`src/hdl/md5_pkg.sv`:
```
// ----------------------------------------------------------------------------
// md5_pkg
// Shared types, constants and round functions of the MD5 digest block.
// ----------------------------------------------------------------------------
package md5_pkg;

	localparam int QUEUE_DEPTH = 2;
	localparam int WORD_DEPTH  = 16;

	localparam logic [31:0] IV_A = 32'h67452301;
	localparam logic [31:0] IV_B = 32'hefcdab89;
	localparam logic [31:0] IV_C = 32'h98badcfe;
	localparam logic [31:0] IV_D = 32'h10325476;
	localparam logic [7:0]  PAD_FIRST = 8'h80;
	localparam logic [5:0]  LEN_START = 6'd56;

	typedef struct packed {
		logic [7:0] data_byte;
		logic       has_byte;
		logic       message_last;
	} item_t;

	function automatic logic [31:0] round_k(input logic [5:0] r);
		logic [31:0] k;
		unique case (r)
			6'd0: k = 32'hd76aa478;  6'd1: k = 32'he8c7b756;
			6'd2: k = 32'h242070db;  6'd3: k = 32'hc1bdceee;
			6'd4: k = 32'hf57c0faf;  6'd5: k = 32'h4787c62a;
			6'd6: k = 32'ha8304613;  6'd7: k = 32'hfd469501;
			6'd8: k = 32'h698098d8;  6'd9: k = 32'h8b44f7af;
			6'd10: k = 32'hffff5bb1; 6'd11: k = 32'h895cd7be;
			6'd12: k = 32'h6b901122; 6'd13: k = 32'hfd987193;
			6'd14: k = 32'ha679438e; 6'd15: k = 32'h49b40821;
			6'd16: k = 32'hf61e2562; 6'd17: k = 32'hc040b340;
			6'd18: k = 32'h265e5a51; 6'd19: k = 32'he9b6c7aa;
			6'd20: k = 32'hd62f105d; 6'd21: k = 32'h02441453;
			6'd22: k = 32'hd8a1e681; 6'd23: k = 32'he7d3fbc8;
			6'd24: k = 32'h21e1cde6; 6'd25: k = 32'hc33707d6;
			6'd26: k = 32'hf4d50d87; 6'd27: k = 32'h455a14ed;
			6'd28: k = 32'ha9e3e905; 6'd29: k = 32'hfcefa3f8;
			6'd30: k = 32'h676f02d9; 6'd31: k = 32'h8d2a4c8a;
			6'd32: k = 32'hfffa3942; 6'd33: k = 32'h8771f681;
			6'd34: k = 32'h6d9d6122; 6'd35: k = 32'hfde5380c;
			6'd36: k = 32'ha4beea44; 6'd37: k = 32'h4bdecfa9;
			6'd38: k = 32'hf6bb4b60; 6'd39: k = 32'hbebfbc70;
			6'd40: k = 32'h289b7ec6; 6'd41: k = 32'heaa127fa;
			6'd42: k = 32'hd4ef3085; 6'd43: k = 32'h04881d05;
			6'd44: k = 32'hd9d4d039; 6'd45: k = 32'he6db99e5;
			6'd46: k = 32'h1fa27cf8; 6'd47: k = 32'hc4ac5665;
			6'd48: k = 32'hf4292244; 6'd49: k = 32'h432aff97;
			6'd50: k = 32'hab9423a7; 6'd51: k = 32'hfc93a039;
			6'd52: k = 32'h655b59c3; 6'd53: k = 32'h8f0ccc92;
			6'd54: k = 32'hffeff47d; 6'd55: k = 32'h85845dd1;
			6'd56: k = 32'h6fa87e4f; 6'd57: k = 32'hfe2ce6e0;
			6'd58: k = 32'ha3014314; 6'd59: k = 32'h4e0811a1;
			6'd60: k = 32'hf7537e82; 6'd61: k = 32'hbd3af235;
			6'd62: k = 32'h2ad7d2bb; default: k = 32'heb86d391;
		endcase
		return k;
	endfunction

	function automatic logic [4:0] round_s(input logic [5:0] r);
		logic [4:0] s;
		unique case ({r[5:4], r[1:0]})
			4'd0: s = 5'd7;   4'd1: s = 5'd12;  4'd2: s = 5'd17;  4'd3: s = 5'd22;
			4'd4: s = 5'd5;   4'd5: s = 5'd9;   4'd6: s = 5'd14;  4'd7: s = 5'd20;
			4'd8: s = 5'd4;   4'd9: s = 5'd11;  4'd10: s = 5'd16; 4'd11: s = 5'd23;
			4'd12: s = 5'd6;  4'd13: s = 5'd10; 4'd14: s = 5'd15; default: s = 5'd21;
		endcase
		return s;
	endfunction

	// Message word index used by round r.
	function automatic logic [3:0] round_g(input logic [5:0] r);
		logic [3:0] x;
		logic [3:0] g;
		x = r[3:0];
		unique case (r[5:4])
			2'd0: g = x;
			2'd1: g = 4'(x * 4'd5 + 4'd1);
			2'd2: g = 4'(x * 4'd3 + 4'd5);
			default: g = 4'(x * 4'd7);
		endcase
		return g;
	endfunction

	function automatic logic [31:0] round_f(input logic [1:0] phase,
			input logic [31:0] b, input logic [31:0] c, input logic [31:0] d);
		logic [31:0] f;
		unique case (phase)
			2'd0: f = (b & c) | (~b & d);
			2'd1: f = (b & d) | (c & ~d);
			2'd2: f = b ^ c ^ d;
			default: f = c ^ (b | ~d);
		endcase
		return f;
	endfunction

	function automatic logic [31:0] rotl(input logic [31:0] v, input logic [4:0] s);
		logic [63:0] t;
		t = {v, v} << s;
		return t[63:32];
	endfunction

	function automatic logic [31:0] bswap(input logic [31:0] v);
		return {v[7:0], v[15:8], v[23:16], v[31:24]};
	endfunction

endpackage

```
`src/hdl/md5_message_digest.sv`:
```
// ----------------------------------------------------------------------------
// md5_message_digest
// MD5 digest of a byte stream, one digest item per message.
// ----------------------------------------------------------------------------
// Channel    Direction  Payload
// s_axis     in         tdata: data_byte; tuser: has_byte; tlast: message_last
// m_axis     out        tdata: digest_high, digest_low
// digest_mode config    one-bit register, write enable plus data
//
// Each full block is compressed in 64 rounds, which share one word read port
// of the block buffer. A final item adds padding, one or two compressions and
// an output step, which waits while the previous digest item is stalled.
// A two-entry queue lets input items be taken while the engine is busy.
// Reset clears all control state; no clearing pass over the buffer is needed.
module md5_message_digest #(
	parameter int QUEUE_DEPTH = md5_pkg::QUEUE_DEPTH
) (
	input  logic         clk,
	input  logic         arst_n,
	input  logic         s_tvalid,
	output logic         s_tready,
	input  logic [7:0]   s_tdata,   // [7:0] data_byte
	input  logic         s_tuser,   // [0] has_byte
	input  logic         s_tlast,
	output logic         m_tvalid,
	input  logic         m_tready,
	output logic [127:0] m_tdata,   // [63:0] digest_high, [127:64] digest_low
	input  logic         digest_mode_we,
	input  logic         digest_mode_wdata
);

	logic           mode_q;
	logic           q_valid;
	logic           q_ready;
	md5_pkg::item_t q_item;
	logic [63:0]    high;
	logic [63:0]    low;

	always_ff @(posedge clk or negedge arst_n) begin
		if (!arst_n) begin
			mode_q <= 1'b0;
		end else if (digest_mode_we) begin
			mode_q <= digest_mode_wdata;
		end
	end

	md5_front #(
		.DEPTH(QUEUE_DEPTH)
	) u_front (
		.clk      (clk),
		.arst_n   (arst_n),
		.in_valid (s_tvalid),
		.in_ready (s_tready),
		.in_byte  (s_tdata),
		.in_has   (s_tuser),
		.in_last  (s_tlast),
		.q_valid  (q_valid),
		.q_ready  (q_ready),
		.q_item   (q_item)
	);

	md5_back u_back (
		.clk       (clk),
		.arst_n    (arst_n),
		.q_valid   (q_valid),
		.q_ready   (q_ready),
		.q_item    (q_item),
		.mode      (mode_q),
		.out_valid (m_tvalid),
		.out_ready (m_tready),
		.out_high  (high),
		.out_low   (low)
	);

	assign m_tdata = {low, high};

endmodule

```
`src/hdl/md5_ram.sv`:
```
// ----------------------------------------------------------------------------
// md5_ram
// Generic single-write, single-read RAM with a registered read port.
// ----------------------------------------------------------------------------
module md5_ram #(
	parameter int WIDTH = 32,
	parameter int DEPTH = 16
) (
	input  logic                     clk,
	input  logic                     we,
	input  logic [$clog2(DEPTH)-1:0] waddr,
	input  logic [WIDTH-1:0]         wdata,
	input  logic [$clog2(DEPTH)-1:0] raddr,
	output logic [WIDTH-1:0]         rdata
);

	logic [WIDTH-1:0] mem_q [DEPTH];

	always_ff @(posedge clk) begin
		if (we) begin
			mem_q[waddr] <= wdata;
		end
		rdata <= mem_q[raddr];
	end

endmodule

```
`src/hdl/md5_front.sv`:
```
// ----------------------------------------------------------------------------
// md5_front
// Accepts input items, classifies them and queues them for the engine.
// ----------------------------------------------------------------------------
module md5_front #(
	parameter int DEPTH = md5_pkg::QUEUE_DEPTH
) (
	input  logic          clk,
	input  logic          arst_n,
	input  logic          in_valid,
	output logic          in_ready,
	input  logic [7:0]    in_byte,
	input  logic          in_has,
	input  logic          in_last,
	output logic          q_valid,
	input  logic          q_ready,
	output md5_pkg::item_t q_item
);

	localparam int PW = (DEPTH > 1) ? $clog2(DEPTH) : 1;

	md5_pkg::item_t   slot_q [DEPTH];
	logic [PW-1:0]    wr_q;
	logic [PW-1:0]    rd_q;
	logic [PW:0]      cnt_q;
	logic             push;
	logic             pop;
	md5_pkg::item_t   item;

	// Items that neither carry a byte nor end a message change nothing.
	always_comb begin
		item.data_byte    = in_byte;
		item.has_byte     = in_has;
		item.message_last = in_last;
	end

	assign in_ready = (cnt_q != (PW+1)'(DEPTH));
	assign push     = in_valid && in_ready && (in_has || in_last);
	assign q_valid  = (cnt_q != '0);
	assign pop      = q_valid && q_ready;
	assign q_item   = slot_q[rd_q];

	always_ff @(posedge clk) begin
		if (push) begin
			slot_q[wr_q] <= item;
		end
	end

	always_ff @(posedge clk or negedge arst_n) begin
		if (!arst_n) begin
			wr_q  <= '0;
			rd_q  <= '0;
			cnt_q <= '0;
		end else begin
			if (push) begin
				wr_q <= (wr_q == PW'(DEPTH - 1)) ? '0 : PW'(wr_q + 1'b1);
			end
			if (pop) begin
				rd_q <= (rd_q == PW'(DEPTH - 1)) ? '0 : PW'(rd_q + 1'b1);
			end
			cnt_q <= (PW+1)'(cnt_q + (PW+1)'(push) - (PW+1)'(pop));
		end
	end

endmodule

```
`src/hdl/md5_back.sv`:
```
// ----------------------------------------------------------------------------
// md5_back
// MD5 engine: block buffering, padding, 64-round compression, digest output.
// ----------------------------------------------------------------------------
module md5_back (
	input  logic           clk,
	input  logic           arst_n,
	input  logic           q_valid,
	output logic           q_ready,
	input  md5_pkg::item_t q_item,
	input  logic           mode,
	output logic           out_valid,
	input  logic           out_ready,
	output logic [63:0]    out_high,
	output logic [63:0]    out_low
);

	localparam logic [2:0] ST_IDLE   = 3'd0;
	localparam logic [2:0] ST_PAD    = 3'd1;
	localparam logic [2:0] ST_CLOAD  = 3'd2;
	localparam logic [2:0] ST_CROUND = 3'd3;
	localparam logic [2:0] ST_CADD   = 3'd4;
	localparam logic [2:0] ST_OUT    = 3'd5;

	logic [2:0]  state_q;
	logic [31:0] ca_q, cb_q, cc_q, cd_q;
	logic [31:0] a_q, b_q, c_q, d_q;
	logic [5:0]  r_q;
	logic [63:0] bit_count_q;
	logic [5:0]  fill_q;
	logic [23:0] acc_q;
	logic        pend_last_q;
	logic        padding_q;
	logic        pad_first_q;
	logic        len_phase_q;

	logic        push_en;
	logic [7:0]  push_byte;
	logic        wrap;
	logic        ram_we;
	logic [3:0]  ram_raddr;
	logic [31:0] ram_rdata;
	logic [31:0] sum;
	logic [31:0] new_b;
	logic        take_len;

	assign q_ready = (state_q == ST_IDLE);
	assign wrap    = (fill_q == 6'd63);
	assign take_len = !pad_first_q && (len_phase_q || fill_q == md5_pkg::LEN_START);

	always_comb begin
		push_en   = 1'b0;
		push_byte = q_item.data_byte;
		if (state_q == ST_IDLE) begin
			push_en = q_valid && q_item.has_byte;
		end else if (state_q == ST_PAD) begin
			push_en = 1'b1;
			priority if (pad_first_q) begin
				push_byte = md5_pkg::PAD_FIRST;
			end else if (take_len) begin
				push_byte = bit_count_q[8*fill_q[2:0] +: 8];
			end else begin
				push_byte = 8'h00;
			end
		end
	end

	assign ram_we    = push_en && (fill_q[1:0] == 2'd3);
	assign ram_raddr = (state_q == ST_CLOAD) ? 4'd0 : md5_pkg::round_g(6'(r_q + 1'b1));

	md5_ram #(
		.WIDTH(32),
		.DEPTH(md5_pkg::WORD_DEPTH)
	) u_words (
		.clk   (clk),
		.we    (ram_we),
		.waddr (fill_q[5:2]),
		.wdata ({push_byte, acc_q}),
		.raddr (ram_raddr),
		.rdata (ram_rdata)
	);

	assign sum   = a_q + md5_pkg::round_f(r_q[5:4], b_q, c_q, d_q)
	             + md5_pkg::round_k(r_q) + ram_rdata;
	assign new_b = b_q + md5_pkg::rotl(sum, md5_pkg::round_s(r_q));

	always_ff @(posedge clk) begin
		if (push_en) begin
			unique case (fill_q[1:0])
				2'd0: acc_q[7:0]   <= push_byte;
				2'd1: acc_q[15:8]  <= push_byte;
				2'd2: acc_q[23:16] <= push_byte;
				default: ;
			endcase
		end
		if (state_q == ST_CLOAD) begin
			a_q <= ca_q;
			b_q <= cb_q;
			c_q <= cc_q;
			d_q <= cd_q;
		end else if (state_q == ST_CROUND) begin
			a_q <= d_q;
			b_q <= new_b;
			c_q <= b_q;
			d_q <= c_q;
		end
	end

	always_ff @(posedge clk or negedge arst_n) begin
		if (!arst_n) begin
			state_q     <= ST_IDLE;
			ca_q        <= md5_pkg::IV_A;
			cb_q        <= md5_pkg::IV_B;
			cc_q        <= md5_pkg::IV_C;
			cd_q        <= md5_pkg::IV_D;
			r_q         <= '0;
			bit_count_q <= '0;
			fill_q      <= '0;
			pend_last_q <= 1'b0;
			padding_q   <= 1'b0;
			pad_first_q <= 1'b0;
			len_phase_q <= 1'b0;
			out_valid   <= 1'b0;
			out_high    <= '0;
			out_low     <= '0;
		end else begin
			if (out_valid && out_ready && state_q != ST_OUT) begin
				out_valid <= 1'b0;
			end
			if (push_en) begin
				fill_q <= 6'(fill_q + 1'b1);
			end
			unique case (state_q)
				ST_IDLE: begin
					if (q_valid) begin
						if (q_item.has_byte) begin
							bit_count_q <= bit_count_q + 64'd8;
						end
						if (q_item.has_byte && wrap) begin
							pend_last_q <= q_item.message_last;
							state_q     <= ST_CLOAD;
						end else if (q_item.message_last) begin
							padding_q   <= 1'b1;
							pad_first_q <= 1'b1;
							len_phase_q <= 1'b0;
							state_q     <= ST_PAD;
						end
					end
				end
				ST_PAD: begin
					pad_first_q <= 1'b0;
					if (take_len) begin
						len_phase_q <= 1'b1;
					end
					if (wrap) begin
						state_q <= ST_CLOAD;
					end
				end
				ST_CLOAD: begin
					r_q     <= '0;
					state_q <= ST_CROUND;
				end
				ST_CROUND: begin
					r_q <= 6'(r_q + 1'b1);
					if (r_q == 6'd63) begin
						state_q <= ST_CADD;
					end
				end
				ST_CADD: begin
					ca_q <= ca_q + a_q;
					cb_q <= cb_q + b_q;
					cc_q <= cc_q + c_q;
					cd_q <= cd_q + d_q;
					priority if (padding_q && len_phase_q) begin
						state_q <= ST_OUT;
					end else if (padding_q) begin
						state_q <= ST_PAD;
					end else if (pend_last_q) begin
						pend_last_q <= 1'b0;
						padding_q   <= 1'b1;
						pad_first_q <= 1'b1;
						len_phase_q <= 1'b0;
						state_q     <= ST_PAD;
					end else begin
						state_q <= ST_IDLE;
					end
				end
				ST_OUT: begin
					if (!out_valid || out_ready) begin
						out_valid <= 1'b1;
						if (mode) begin
							out_high <= {md5_pkg::bswap(cb_q), md5_pkg::bswap(cc_q)};
							out_low  <= '0;
						end else begin
							out_high <= {md5_pkg::bswap(ca_q), md5_pkg::bswap(cb_q)};
							out_low  <= {md5_pkg::bswap(cc_q), md5_pkg::bswap(cd_q)};
						end
						ca_q        <= md5_pkg::IV_A;
						cb_q        <= md5_pkg::IV_B;
						cc_q        <= md5_pkg::IV_C;
						cd_q        <= md5_pkg::IV_D;
						bit_count_q <= '0;
						padding_q   <= 1'b0;
						len_phase_q <= 1'b0;
						state_q     <= ST_IDLE;
					end
				end
				default: state_q <= ST_IDLE;
			endcase
		end
	end

endmodule

```
`config.mk`:
```
export PLATFORM = sky130hd
export DESIGN_NAME = md5_message_digest
export DESIGN_NICKNAME = d
export VERILOG_FILES = /design/src/hdl/md5_pkg.sv /design/src/hdl/md5_message_digest.sv /design/src/hdl/md5_ram.sv /design/src/hdl/md5_front.sv /design/src/hdl/md5_back.sv
export SDC_FILE = /design/constraint.sdc
export NUM_CORES = 2
export LEC_CHECK = 0
export BUFFER_PORTS_ARGS = -buffer_cell sky130_fd_sc_hd__buf_2
export CAP_MARGIN = 15
export CELL_PAD_IN_SITES_DETAIL_PLACEMENT = 2
export CELL_PAD_IN_SITES_GLOBAL_PLACEMENT = 2
export CORE_MARGIN = 2
export CORE_UTILIZATION = 43
export DETAILED_ROUTE_END_ITERATION = 10
export PLACE_DENSITY = 0.92
export SYNTH_ARGS = -nofsm -noshare
export SYNTH_HDL_FRONTEND = slang
export SYNTH_HIERARCHICAL = 1
export SYNTH_SLANG_ARGS = --single-unit
```
`constraint.sdc`:
```
create_clock -name clk -period 10.4 [get_ports clk]
set_input_delay 1.04 -clock clk [delete_from_list [all_inputs] [get_ports clk]]
set_output_delay 1.04 -clock clk [all_outputs]
set_load 0.05 [all_outputs]
```
==> results of run 1 <==
-- kinds of logic after synthesis --
family / synth area share
DFF: 0.497
and+or+nand+nor: 0.119
adders and majority gates: 0.0723
buffers and inverters: 0.0321
xor gates and xnor gates: 0.0333
muxes: 0.103
AOI/OAI and AO/OA: 0.144
-- timing repair --
action,4_1_cts
gates resized for setup,4
setup endpoints to repair,5
gates cloned,0
hold buffers,0
-- routing by layer --
| layer | GRT overflow | track usage |
|---|---|---|
| met5 | 0 | 0.445 |
| met4 | 46 | 0.621 |
| met3 | 15 | 0.573 |
| met2 | 25 | 0.787 |
| met1 | 7 | 0.665 |
-- through the flow --
stage	utilization	worst slack, ns	hold WS [ns]	cell area, sq um
3_3_place_gp	0.454	0.765	0.456	63100
3_5_place_dp	0.454	0.240	0.465	63100
4_1_cts	0.482	0.00256	0.318	67000
2_1_floorplan	-	1.38	0.455	60000
==> summary.txt, run 1 <==
Yosys
  • Post-synth top area share: 0.342
  • Net Count, Synth: around 5700
  • #FFs+latches synth: between 1000 and 1500
  • Synth cell types: 100
  • Primary FF master, synth: edfxtp_1
  • Synth area leader: edfxtp_1
  • Ys Warns: 6
  • Top cells by count, synth: 684 x edfxtp_1, 557 x nand2_1, 455 x o21ai_0, 369 x a21oi_1, 307 x nor2_1
  • Syn Area/Cell: 11.1 sq um
  • Cell area after synthesis: ~60000 sq um
  • Number of flops mapped to enable cells by yosys: a little under 700
  • Ys async rst share: 0.323
  • Register area share after synthesis: 0.497
  • Syn Inst Count: 5403
  • Ranking of synthesized cells by area: edfxtp_1 34%, dfrtp_1 12%, mux4_2 5.6%, ha_1 4.8%, o21ai_0 3.8%
  • Top-count cell post-synth: edfxtp_1

Floorplan
  • # IOs: 146
  • Die width: around 380 um
  • Starting Density: 0.432
  • Row count: 137
  • Die H: around 380 um

Global route
  • Total track usage: 0.668
  • Initial antenna violation count: between 60 and 70
  • Largest net degree at the start of global routing: between 150 and 200
  • Total gr overflow: between 90 and 100

Status
  • Status: aborted with a tool error
  • Error: [ERROR GRT-0232] Routing congestion too high. Check the congestion heatmap in the GUI.
  • Failed at: global routing (5_1_grt)

CTS
  • # clock sinks: between 1000 and 1500
  • CTS Root Cell: clkbuf_16
  • TritonCTS Buffers: about 110
  • CTS Buffer Depth: 3
  • Htree depth: 3
  • Post-CTS Setup Bufs: 0

STA
  • GRT worst endpoint: u_back/b_q[22]$_DFFE_PP_/D
  • Worst_ep kind: sequential cell input

Placed design
  • PortBufs: ~150
  • HPWL after DPL: about 180000 um
  • Final Wtd Congestion: a little over 0.9
  • Inst Count DP: 7247
==> inputs of run 2 (changes only) <==
--- a/config.mk
+++ b/config.mk
@@ -7,12 +7,10 @@
 export LEC_CHECK = 0
 export BUFFER_PORTS_ARGS = -buffer_cell sky130_fd_sc_hd__buf_2
 export CAP_MARGIN = 15
-export CELL_PAD_IN_SITES_DETAIL_PLACEMENT = 2
-export CELL_PAD_IN_SITES_GLOBAL_PLACEMENT = 2
 export CORE_MARGIN = 2
-export CORE_UTILIZATION = 43
+export CORE_UTILIZATION = 40
 export DETAILED_ROUTE_END_ITERATION = 10
-export PLACE_DENSITY = 0.92
+export PLACE_DENSITY_LB_ADDON = 0.15
 export SYNTH_ARGS = -nofsm -noshare
 export SYNTH_HDL_FRONTEND = slang
 export SYNTH_HIERARCHICAL = 1
==> run 2 against run 1 <==
The run now ends clean. Synthesized cell count stayed put. Area after synthesis unchanged.
==> summary.txt, run 2 <==
CTS
  • CTS tree: done
  • CTS Buffer Depth: 3
  • Post-CTS Setup Bufs: 0
  • Clock transition at path regs: ~0.070 ns
  • CTS Root Cell: clkbuf_16
  • Clock latency on the worst-skew pair: between 0.7 and 0.8 ns
  • Cts hold-fix bufs: 0
  • CTS resizes: 0
  • # clock sinks: 1058
  • TritonCTS Buffers: 114
  • Htree depth: 3

Critical path
  • Crit. End Element: register
  • R2R depth: 35
  • CP startpoint kind: register
  • Worst reg-to-reg setup slack: between 0.6 and 0.7 ns
  • Kind of critical path: register to register
  • Slowest CP cell: ha_1
  • Reg-to-Reg Start: u_back/r_q[0]$_DFFE_PN0P_
  • CP arrival: roughly 10 ns
  • Critical Path RT: 10.85 ns
  • Reg-to-reg endpoint: u_back/b_q[30]$_DFFE_PP_
  • Worst setup path start: u_back/r_q[0]$_DFFE_PN0P_
  • Crit-path max FO: 19
  • Max incr delay on CP: 0.53 ns

STA
  • Post-layout min period: between 9 and 10 ns
  • Crit share post-route: 0.941
  • Final setup vio count: 0
  • RSZ-0062 raised after global routing: no
  • Actual slew at the worst max-slew pin: roughly 1.2 ns
  • Worst Slack Setup Final: approximately 0.6 ns
  • Normalized max-slew margin: 0.224
  • Worst Skew: about 0.073 ns
  • Max Freq: 0.102 GHz
  • Setup TNS Final: 0 ns
  • Hold Violations, Final: 0
  • Max Slew Vio Count: 0

Routing
  • Vias per cell: 5.74
  • DR pass1 iterations: 8
  • DRC: 0
  • Avg WL per Cell: 25.1 um
  • Total Routed Length: ~190000 um
  • Via count: 43687
  • Drt first-iter violations: 3798
  • Routed Antenna Nets: 0

Yosys
  • Ys async rst share: 0.323
  • Synth area leader: edfxtp_1
  • Post-synth top area share: 0.342
  • Synth cell types: 100
  • Number of flops mapped to enable cells by yosys: just under 700
  • Top cells by count, synth: 684 x edfxtp_1, 557 x nand2_1, 455 x o21ai_0, 369 x a21oi_1, 307 x nor2_1
  • Cell area after synthesis: ~60000 sq um
  • Ranking of synthesized cells by area: edfxtp_1 34%, dfrtp_1 12%, mux4_2 5.6%, ha_1 4.8%, o21ai_0 3.8%
  • Top-count cell post-synth: edfxtp_1
  • #FFs+latches synth: between 1000 and 1500
  • Ys Warns: 6
  • Primary FF master, synth: edfxtp_1
  • Syn Inst Count: 5403
  • Syn Area/Cell: approximately 11 sq um
  • Net Count, Synth: between 5000 and 6000
  • Register area share after synthesis: 0.497

Floorplan
  • Core Footprint: ~150000 sq um
  • Row count: around 140
  • Starting Density: 0.402
  • Die area: 153000 sq um
  • Die H: around 390 um
  • # IOs: 146
  • Die width: a little under 400 um

Layout
  • Max reg flops: approximately 500
  • Final Net Count: 5809
  • Fill count: ~14000
  • Final Cell Area: between 60000 and 70000 sq um
  • Reg area: around 30000 sq um
  • Most flop-heavy register: u_back/u_words/mem_q
  • Area Growth Syn to Fin: 12.1%
  • Most common cell after layout, fill and taps aside: edfxtp_1
  • Area of the multi-input gates: approximately 29000 sq um
  • Regs by FF count: u_back/u_words/mem_q: 512 flops, u_back/out_high: 64 flops, u_back/out_low: 64 flops
  • Most frequent cells in the layout: 684 x edfxtp_1, 556 x nand2_1, 450 x o21ai_0
  • Share of cells above drive strength 1: 0.151
  • Final Core Density: 0.450

Flow run
  • Max-cap violations: 0

Global route
  • Initial antenna violation count: 6
  • Total gr overflow: 0
  • First-pass GRT wire length: 281000 um
  • Vias in the first global route: about 42000
  • Total track usage: 0.245
  • Largest net degree at the start of global routing: roughly 150

Placed design
  • Final Wtd Congestion: about 0.95
  • PortBufs: 145
  • Placed Area: approximately 63000 sq um
  • Dpl ws: about 0.8 ns
  • HPWL after DPL: around 130000 um

Status
  • Status: completed

Hold path
  • Worst hold path type: input pin to asynchronous set/reset pin

Power
  • Peak VDD IR: around 0.00014 V
  • Power density over cell area: 132 nW/um^2
  • Design Power: slightly below 9 mW
  • P_leak: ~27 nW
-- run 2: stage by stage --
stage	instances	hold slack, ns
floorplan	5403	0.455
global placement	7393	0.456
detailed placement	7393	0.464
CTS	7607	0.313
global route	7607	0.326
finish	7609	0.312
-- run 2: cell type report --
cell class / count / area share
multi-input combinational: 3848 / 0.424
timing repair buffer: 256 / 0.0244
clock buffer: 148 / 0.0469
sequential: 1058 / 0.443
inverter: 215 / 0.0121
tap: 2016 / 0.0375
clock inverter: 66 / 0.0112
antenna: 2 / 0.0000744
-- run 2: cell families after synthesis --
kind of cell	after synthesis	synth area share
AOI/OAI and AO/OA	1404	0.144
xor gates and xnor gates	228	0.0333
adders and majority gates	306	0.0723
buffers and inverters	497	0.0321
DFF	1058	0.497
muxes	413	0.103
and+or+nand+nor	1497	0.119
-- run 2: where the power goes --
part | switching [mW] | internal, mW
clock network | 1.78 | 2.42
logic | 0.124 | 0.0530
registers | 0.0174 | 4.49
-- run 2: critical path: cells and delay by family, from the launching register on --
family	cells	cell delay (ns)
xor gates and xnor gates	1	0.18
and+or+nand+nor	2	0.59
DFF	1	0.43
buffers and inverters	4	0.85
AOI/OAI and AO/OA	21	4.70
adders and majority gates	6	2.44
muxes	1	0.28
-- run 2: worst max-delay path by stage --
| stage | end | slack (ns) |
|---|---|---|
| CTS | u_back/b_q[30]$_DFFE_PP_ | 0.71 |
| global placement | u_back/b_q[30]$_DFFE_PP_ | 1.0 |
| finish | u_back/b_q[30]$_DFFE_PP_ | 0.61 |
| global route | u_back/b_q[31]$_DFFE_PP_ | 0.03 |
| detailed placement | u_back/b_q[30]$_DFFE_PP_ | 0.80 |
| floorplan | u_back/b_q[30]$_DFFE_PP_ | 1.38 |
-- run 2: routing by layer --
metal	GRT usage	up-vias	wire, um
li1	-	20232	-
met1	0.327	21901	82000
met2	0.405	1262	91500
met3	0.0372	290	9870
met4	0.0902	2	7420
met5	0	-	13
Note: power is estimated with default switching activity, not from simulation.
